[src/design/lsa_pkg.sv]
// ----------------------------------------------------------------------------
// Latency statistics accumulator package
// Shared widths, command codes and the statistics snapshot type.
// ----------------------------------------------------------------------------
package lsa_pkg;

  localparam int unsigned TICK_W          = 32;
  localparam int unsigned TOTAL_W         = 64;
  localparam int unsigned QUEUE_DEPTH_DEF = 2;

  localparam logic CMD_ADD   = 1'b0;
  localparam logic CMD_CLEAR = 1'b1;

  typedef struct packed {
    logic               accepted;
    logic [TICK_W-1:0]  count;
    logic [TICK_W-1:0]  min_val;
    logic [TICK_W-1:0]  max_val;
    logic [TOTAL_W-1:0] total;
  } stats_t;

endpackage

[src/design/lsa_front.sv]
// ----------------------------------------------------------------------------
// Latency statistics front end
// Accepts commands, applies add or clear to the statistics and pushes a
// snapshot of the updated statistics toward the mean divider.
// ----------------------------------------------------------------------------
module lsa_front (
  input  logic                         clk,
  input  logic                         rst,
  input  logic                         in_valid,
  output logic                         in_stall,
  input  logic                         cmd,
  input  logic [lsa_pkg::TICK_W-1:0]   sample_ticks,
  output logic                         push_valid,
  input  logic                         push_stall,
  output lsa_pkg::stats_t              push_data
);
  import lsa_pkg::*;

  logic [TICK_W-1:0]  count;
  logic [TICK_W-1:0]  min_val;
  logic [TICK_W-1:0]  max_val;
  logic [TOTAL_W-1:0] total;
  logic [TICK_W-1:0]  count_next;
  logic [TICK_W-1:0]  min_val_next;
  logic [TICK_W-1:0]  max_val_next;
  logic [TOTAL_W-1:0] total_next;
  logic [TOTAL_W:0]   sum_wide;
  logic               refuse;
  logic               ok;
  logic               take;

  assign take       = in_valid && !push_stall;
  assign in_stall   = push_stall;
  assign push_valid = in_valid;

  always_comb begin
    sum_wide     = {1'b0, total} + {{(TOTAL_W + 1 - TICK_W){1'b0}}, sample_ticks};
    refuse       = (cmd == CMD_ADD) && ((&count) || sum_wide[TOTAL_W]);
    count_next   = count;
    min_val_next = min_val;
    max_val_next = max_val;
    total_next   = total;
    ok           = 1'b1;
    if (cmd == CMD_CLEAR) begin
      count_next   = '0;
      min_val_next = '1;
      max_val_next = '0;
      total_next   = '0;
    end else if (refuse) begin
      ok = 1'b0;
    end else begin
      if (sample_ticks < min_val) begin
        min_val_next = sample_ticks;
      end
      if (sample_ticks > max_val) begin
        max_val_next = sample_ticks;
      end
      total_next = sum_wide[TOTAL_W-1:0];
      count_next = count + TICK_W'(1);
    end
  end

  always_comb begin
    push_data.accepted = ok;
    push_data.count    = count_next;
    push_data.min_val  = min_val_next;
    push_data.max_val  = max_val_next;
    push_data.total    = total_next;
  end

  always_ff @(posedge clk) begin
    if (rst) begin
      count   <= '0;
      min_val <= '1;
      max_val <= '0;
      total   <= '0;
    end else if (take) begin
      count   <= count_next;
      min_val <= min_val_next;
      max_val <= max_val_next;
      total   <= total_next;
    end
  end

`ifndef ASSERT_OFF
  a_refuse_holds: assert property (@(posedge clk) disable iff (rst)
    take && refuse |=> $stable(count) && $stable(total) && !$past(push_data.accepted))
    else $error("refused add changed the statistics");

  a_clear_empties: assert property (@(posedge clk) disable iff (rst)
    take && (cmd == CMD_CLEAR) |=> (count == '0) && (total == '0) && (&min_val))
    else $error("clear did not empty the statistics");
`endif

endmodule

[src/design/lsa_queue.sv]
// ----------------------------------------------------------------------------
// Latency statistics snapshot queue
// Short FIFO of statistics snapshots between front end and divider.
// ----------------------------------------------------------------------------
module lsa_queue #(
  parameter int unsigned DEPTH = lsa_pkg::QUEUE_DEPTH_DEF
) (
  input  logic            clk,
  input  logic            rst,
  input  logic            push_valid,
  output logic            push_stall,
  input  lsa_pkg::stats_t push_data,
  output logic            pop_valid,
  input  logic            pop_stall,
  output lsa_pkg::stats_t pop_data
);
  import lsa_pkg::*;

  localparam int unsigned PTR_W = (DEPTH > 1) ? $clog2(DEPTH) : 1;
  localparam int unsigned LVL_W = $clog2(DEPTH + 1);

  stats_t             mem [DEPTH];
  logic [PTR_W-1:0]   wr_ptr;
  logic [PTR_W-1:0]   rd_ptr;
  logic [LVL_W-1:0]   level;
  logic               push;
  logic               pop;

  assign push_stall = (level == LVL_W'(DEPTH));
  assign pop_valid  = (level != '0);
  assign push       = push_valid && !push_stall;
  assign pop        = pop_valid && !pop_stall;
  assign pop_data   = mem[rd_ptr];

  always_ff @(posedge clk) begin
    if (push) begin
      mem[wr_ptr] <= push_data;
    end
  end

  always_ff @(posedge clk) begin
    if (rst) begin
      wr_ptr <= '0;
      rd_ptr <= '0;
      level  <= '0;
    end else begin
      if (push) begin
        wr_ptr <= (wr_ptr == PTR_W'(DEPTH - 1)) ? '0 : wr_ptr + PTR_W'(1);
      end
      if (pop) begin
        rd_ptr <= (rd_ptr == PTR_W'(DEPTH - 1)) ? '0 : rd_ptr + PTR_W'(1);
      end
      if (push && !pop) begin
        level <= level + LVL_W'(1);
      end else if (pop && !push) begin
        level <= level - LVL_W'(1);
      end
    end
  end

`ifndef ASSERT_OFF
  a_level_track: assert property (@(posedge clk) disable iff (rst)
    push && !pop |=> level == $past(level) + LVL_W'(1))
    else $error("queue level lost a pushed transaction");
`endif

endmodule

[src/design/lsa_back.sv]
// ----------------------------------------------------------------------------
// Latency statistics back end
// Takes one snapshot at a time, forms the mean with a restoring divider at
// one quotient bit per cycle and holds the result in an output register.
// ----------------------------------------------------------------------------
module lsa_back (
  input  logic                         clk,
  input  logic                         rst,
  input  logic                         pop_valid,
  output logic                         pop_stall,
  input  lsa_pkg::stats_t              pop_data,
  output logic                         out_valid,
  input  logic                         out_stall,
  output logic                         accepted,
  output logic [lsa_pkg::TICK_W-1:0]   sample_count,
  output logic [lsa_pkg::TICK_W-1:0]   min_seen,
  output logic [lsa_pkg::TICK_W-1:0]   max_seen,
  output logic [lsa_pkg::TOTAL_W-1:0]  sum_total,
  output logic [lsa_pkg::TICK_W-1:0]   mean_ticks
);
  import lsa_pkg::*;

  localparam int unsigned STEP_W = $clog2(TICK_W);
  localparam logic [1:0]  S_IDLE = 2'd0;
  localparam logic [1:0]  S_RUN  = 2'd1;
  localparam logic [1:0]  S_HOLD = 2'd2;

  logic [1:0]         state;
  stats_t             snap;
  logic [TOTAL_W-1:0] num;
  logic [TOTAL_W-1:0] dshift;
  logic [TICK_W-1:0]  quot;
  logic [STEP_W-1:0]  step;
  logic               load;
  logic               ge;
  logic               out_free;

  assign pop_stall = (state != S_IDLE);
  assign load      = pop_valid && (state == S_IDLE);
  assign ge        = (num >= dshift);
  assign out_free  = !out_valid || !out_stall;

  always_ff @(posedge clk) begin
    if (rst) begin
      state <= S_IDLE;
    end else begin
      unique case (state)
        S_IDLE: begin
          if (load) begin
            state <= S_RUN;
          end
        end
        S_RUN: begin
          if (step == STEP_W'(TICK_W - 1)) begin
            state <= S_HOLD;
          end
        end
        S_HOLD: begin
          if (out_free) begin
            state <= S_IDLE;
          end
        end
        default: begin
          state <= S_IDLE;
        end
      endcase
    end
  end

  always_ff @(posedge clk) begin
    if (load) begin
      snap   <= pop_data;
      num    <= pop_data.total;
      dshift <= {1'b0, pop_data.count, {(TOTAL_W - TICK_W - 1){1'b0}}};
      quot   <= '0;
      step   <= '0;
    end else if (state == S_RUN) begin
      if (ge) begin
        num <= num - dshift;
      end
      quot   <= {quot[TICK_W-2:0], ge};
      dshift <= dshift >> 1;
      step   <= step + STEP_W'(1);
    end
  end

  always_ff @(posedge clk) begin
    if (rst) begin
      out_valid <= 1'b0;
    end else if ((state == S_HOLD) && out_free) begin
      out_valid <= 1'b1;
    end else if (!out_stall) begin
      out_valid <= 1'b0;
    end
  end

  always_ff @(posedge clk) begin
    if ((state == S_HOLD) && out_free) begin
      accepted     <= snap.accepted;
      sample_count <= snap.count;
      min_seen     <= snap.min_val;
      max_seen     <= snap.max_val;
      sum_total    <= snap.total;
      mean_ticks   <= (snap.count == '0) ? '0 : quot;
    end
  end

`ifndef ASSERT_OFF
  a_out_from_hold: assert property (@(posedge clk) disable iff (rst)
    $rose(out_valid) |-> $past(state) == S_HOLD)
    else $error("result presented before the division finished");

  a_run_len: assert property (@(posedge clk) disable iff (rst)
    load |=> (state == S_RUN) && (step == '0))
    else $error("divider did not start on a taken snapshot");
`endif

endmodule

[src/design/latency_statistics_accumulator_core.sv]
// ----------------------------------------------------------------------------
// Latency statistics accumulator core
// Running count, minimum, maximum, 64-bit total and truncated mean of
// 32-bit elapsed-tick samples.
// ----------------------------------------------------------------------------
// Each transaction adds one sample (cmd 0) or clears the statistics (cmd 1)
// and returns one result with the updated statistics and the mean. A refused
// add (count full or total overflow) returns accepted 0 and the unchanged
// statistics. The front end updates the statistics in the cycle a transaction
// is taken and queues a snapshot; the back end forms the mean with a
// restoring divider, one quotient bit per cycle, and each result goes
// through the back end as load, 32 divide steps and output load; the back
// end takes no new snapshot until the last result is loaded. The
// front end keeps taking transactions until the snapshot queue is full.
module latency_statistics_accumulator_core #(
  parameter int unsigned QUEUE_DEPTH = lsa_pkg::QUEUE_DEPTH_DEF
) (
  input  logic                         clk,
  input  logic                         rst,
  input  logic                         in_valid,
  output logic                         in_stall,
  input  logic                         cmd,
  input  logic [lsa_pkg::TICK_W-1:0]   sample_ticks,
  output logic                         out_valid,
  input  logic                         out_stall,
  output logic                         accepted,
  output logic [lsa_pkg::TICK_W-1:0]   sample_count,
  output logic [lsa_pkg::TICK_W-1:0]   min_seen,
  output logic [lsa_pkg::TICK_W-1:0]   max_seen,
  output logic [lsa_pkg::TOTAL_W-1:0]  sum_total,
  output logic [lsa_pkg::TICK_W-1:0]   mean_ticks
);
  import lsa_pkg::*;

  logic   push_valid;
  logic   push_stall;
  stats_t push_data;
  logic   pop_valid;
  logic   pop_stall;
  stats_t pop_data;

  lsa_front u_front (
    .clk          (clk),
    .rst          (rst),
    .in_valid     (in_valid),
    .in_stall     (in_stall),
    .cmd          (cmd),
    .sample_ticks (sample_ticks),
    .push_valid   (push_valid),
    .push_stall   (push_stall),
    .push_data    (push_data)
  );

  lsa_queue #(
    .DEPTH (QUEUE_DEPTH)
  ) u_queue (
    .clk        (clk),
    .rst        (rst),
    .push_valid (push_valid),
    .push_stall (push_stall),
    .push_data  (push_data),
    .pop_valid  (pop_valid),
    .pop_stall  (pop_stall),
    .pop_data   (pop_data)
  );

  lsa_back u_back (
    .clk          (clk),
    .rst          (rst),
    .pop_valid    (pop_valid),
    .pop_stall    (pop_stall),
    .pop_data     (pop_data),
    .out_valid    (out_valid),
    .out_stall    (out_stall),
    .accepted     (accepted),
    .sample_count (sample_count),
    .min_seen     (min_seen),
    .max_seen     (max_seen),
    .sum_total    (sum_total),
    .mean_ticks   (mean_ticks)
  );

endmodule

[config.mk]
export PLATFORM = sky130hd
export DESIGN_NAME = latency_statistics_accumulator_core
export DESIGN_NICKNAME = d
export VERILOG_FILES = /design/src/design/lsa_pkg.sv /design/src/design/lsa_front.sv /design/src/design/lsa_queue.sv /design/src/design/lsa_back.sv /design/src/design/latency_statistics_accumulator_core.sv
export SDC_FILE = /design/constraint.sdc
export NUM_CORES = 2
export LEC_CHECK = 0
export BUFFER_PORTS_ARGS = -buffer_cell sky130_fd_sc_hd__buf_2
export CAP_MARGIN = 0
export CORE_ASPECT_RATIO = 0.9
export CORE_MARGIN = 2
export CORE_UTILIZATION = 48
export DETAILED_ROUTE_END_ITERATION = 7
export PLACE_DENSITY_LB_ADDON = 0.3
export SLEW_MARGIN = 10
export SYNTH_ARGS = -nofsm -noshare
export SYNTH_HDL_FRONTEND = slang
export SYNTH_SLANG_ARGS = --single-unit
[constraint.sdc]
create_clock -name clk -period 15.13 [get_ports clk]
set_input_delay 2.2695 -clock clk [delete_from_list [all_inputs] [get_ports clk]]
set_output_delay 2.2695 -clock clk [all_outputs]
set_load 0.05 [all_outputs]
==> results.json <==
{
  "syn_area_sq_um": 44900,
  "io_buffers": 231,
  "hold_buffers": 0,
  "slew_viol_final": 0,
  "num_rows": 106,
  "n_antenna_cell": 0,
  "synthDistinctLibCells": 93,
  "die_w_um": 326,
  "area_delta_synth_final_pct": 13.4,
  "syn_nets": 3937,
  "swShare_pct": 33.2,
  "cp_max_fo": 64,
  "yosysMostFrequentCell": "edfxtp_1",
  "fin_nets": 4134,
  "grt_max_degree": 100,
  "hold_depth": 0,
  "instances_no_fill": 5264,
  "pin_count": 232,
  "clk_pin_slew_ps": 70,
  "combPwrFrac_pct": 30.9,
  "overflow": 0,
  "cp_slowest_cell": "a2111oi_0",
  "rr_worst_depth": 16,
  "setup_tns_ps": 0,
  "power_density_nw_per_um2": 192,
  "hold_viol_final": 0,
  "async_reset_ff_share_pct": 0,
  "synth_area_per_cell_sq_um": 12.0,
  "avgViaCountPerCell": 5.60,
  "die-area_sq_um": 96000,
  "fmax_mhz": 176,
  "dp_cells": 5069,
  "cts_tree": "built",
  "drt_pass1_iterations": 6,
  "yosys_register_bits": 1008,
  "hp-class": "flip-flop to flip-flop",
  "crit_path_max_incr_delay_ps": 660,
  "grt_usage_pct": 22.0,
  "power.share.sequential_pct": 41.6,
  "wirelength_mm": 108,
  "cts_sinks": 1008,
  "crit_type": "primary input to flip-flop",
  "cts-root-buf": "clkbuf_16",
  "die_h_um": 294,
  "multi_input_area_sq_um": 15800,
  "rsz0062_at_grt": "false",
  "p_switching_mw": 3.25,
  "insertion_delay_ps": 680,
  "path_buf_inv": 2,
  "max-cap-violations": 0,
  "cts_buffers": 104,
  "detail_route.wl_per_cell_um": 20.5,
  "vias": 29500,
  "htreeDepth": 3,
  "seq_area_sq_um": 27900,
  "r2r-start": "u_back.num[0]",
  "synth_area_leader_cell": "edfxtp_1",
  "leakage_nw": 18.8,
  "dp_hpwl_mm": 72.5,
  "grt_pass1_vias": 28100,
  "arrival_ps": 6100,
  "synth_top_area_share_pct": 51.6,
  "critPathLaunchType": "primary input",
  "hold_path_end": "u_back.max_seen[8]",
  "synthCells": 3736,
  "cpLargestDelayFamily": "compound AO/OA/AOI/OAI gates",
  "worstHoldStart": "u_back.snap[72]",
  "dr.first_iter.drc_count": 2479,
  "setup_violations": 0,
  "synthTopCellsByArea": "edfxtp_1, dfxtp_1, ha_1, mux2_2, nand2_1",
  "required_ps": 15550,
  "status": "complete, no violations",
  "ys_seq_area_share_pct": 62.2,
  "drive_above_1_share_pct": 16.6,
  "antenna_found_initial": 2,
  "ys.flop_type": "edfxtp_1",
  "crit_top_cell": "a21o_1",
  "cts-resized-gates": 0,
  "place_congestion": 0.911,
  "min_period_ps": 5680,
  "rr_endpoint": "u_back.num[23]",
  "relSlewSlack_pct": 23.4,
  "post_cts_buffers": 0,
  "endpoint_kind": "flip-flop",
  "period_share_pct": 37.6,
  "irDropWorstVdd_uv": 128,
  "netlist_top_cells_count": "edfxtp_1, nand2_1, nor2_1",
  "cp_cell_sequence": "buf_2, ha_1, a21o_1, a21o_1, a21o_1, a2111oi_0, o21ai_1, a31oi_1, o21ai_1, a221oi_1, and2_2, buf_4, nor2_1, a211o_1",
  "start_util_pct": 48.4,
  "antenna_left": 0,
  "ys_warn_count": 0,
  "synth_edf_count": 772,
  "clock_power_share_pct": 27.5,
  "cts.path.max_buffers": 3,
  "tightest_slew_ps": 1150,
  "fillers": 7795,
  "drc": 0,
  "clock_skew_ps": 27.1,
  "grt_pass1_wl_mm": 164,
  "p_int_mw": 6.53,
  "r2r_setup_slack_ps": 10560,
  "core_area_sq_um": 92800
}
==> cells in the final DEF (no fill, tap or decap), types with 18 or more instances in the layout <==
cell	count
a211o_1	34
a21o_1	78
a21oi_1	285
a22o_1	32
a22oi_1	18
a31oi_1	24
and2_1	22
and3_1	18
buf_2	230
buf_4	37
clkbuf_16	106
dfxtp_1	235
edfxtp_1	772
ha_1	162
inv_1	150
mux2_2	165
mux2i_1	37
nand2_1	400
nand3_1	45
nand4_1	39
nor2_1	332
nor2b_1	47
nor3_1	27
nor4_1	20
o21ai_0	168
o21ai_1	20
o22a_1	32
o31ai_1	26
or3_1	22
xnor2_1	73
xor2_1	80
==> worst max path at each step <==
| stage | start | to | slack, ps | depth (start not counted) |
|---|---|---|---|---|
| 6_report | sample_ticks[9] | u_queue.mem[1][111] | 9450 | 14 |
| 3_3_place_gp | sample_ticks[9] | u_queue.mem[0][102] | 8830 | 14 |
| 4_1_cts | sample_ticks[9] | u_queue.mem[0][96] | 9510 | 14 |
| 2_1_floorplan | out_stall | u_back.accepted | 2770 | 1 |
| 5_1_grt | sample_ticks[9] | u_queue.mem[1][101] | 9120 | 14 |
| 3_5_place_dp | sample_ticks[9] | u_queue.mem[0][96] | 8820 | 14 |
==> sequential cells by signal, summed over array words and instances (netlist names), 2 cells and up, named ones only <==
| name | count |
|---|---|
| u_queue.mem | 322 |
| u_back.snap | 161 |
| u_back.num | 64 |
| u_back.sum_total | 64 |
| u_front.total | 64 |
| u_back.dshift | 63 |
| u_back.max_seen | 32 |
| u_back.mean_ticks | 32 |
| u_back.min_seen | 32 |
| u_back.quot | 32 |
| u_back.sample_count | 32 |
| u_front.count | 32 |
| u_front.max_val | 32 |
| u_front.min_val | 32 |
| u_back.step | 5 |
| u_back.state | 2 |
| u_queue.level | 2 |
==> power by group through the flow <==
| stage | registers (mW) | clock network [mW] | logic, mW |
|---|---|---|---|
| floorplan | 4.07 | 0 | 2.20 |
| global placement | 4.10 | 0 | 2.97 |
| detailed placement | 4.12 | 0 | 2.98 |
| CTS | 4.07 | 2.74 | 3.01 |
| global route | 4.11 | 2.84 | 3.32 |
| finish | 4.06 | 2.69 | 3.02 |
==> final cells by class <==
class,count,area share [%]
well taps,1242,3.05
clock buffers,130,5.64
multi-input cells,2399,31.0
clock inverters,65,1.51
inverters,152,1.14
flip-flops and latches,1008,54.8
repair buffers,268,2.83
==> layer usage <==
metal / part of all wire (%) / GRT usage (%) / vias to the layer above / wire length (um)
met5: 0.019 / 0 / - / 21
met4: 3.0 / 7.40 / 4 / 3260
met3: 6.2 / 4.45 / 213 / 6730
met2: 45 / 33.9 / 841 / 48800
met1: 45 / 31.2 / 14400 / 48900
li1: - / - / 14000 / -
==> stage by stage <==
| step | power [mW] | worst slack, ps | utilization, % | hold slack (ps) | area [sq um] |
|---|---|---|---|---|---|
| finish | 9.77 | 9450 | 54.8 | 412 | 50900 |
| CTS | 9.82 | 9510 | 54.8 | 415 | 50900 |
| global placement | 7.07 | 8830 | 50.9 | 401 | 47300 |
| floorplan | 6.28 | 2770 | - | 400 | 44900 |
| global route | 10.3 | 9120 | 54.8 | 419 | 50900 |
| detailed placement | 7.11 | 8820 | 50.9 | 405 | 47300 |
==> cells by family (layout without fill, tap and decap cells) <==
group,after synthesis,count (layout),synth area share (%)
buf+inv,329,615,2.90
fa+ha+maj,164,164,4.60
flops,1008,1008,62.2
mux,202,202,4.96
simple gates,1049,1049,10.6
xor+xnor,153,153,2.98
compound gates,831,831,11.8
Note: power is estimated with default switching activity, not from simulation.
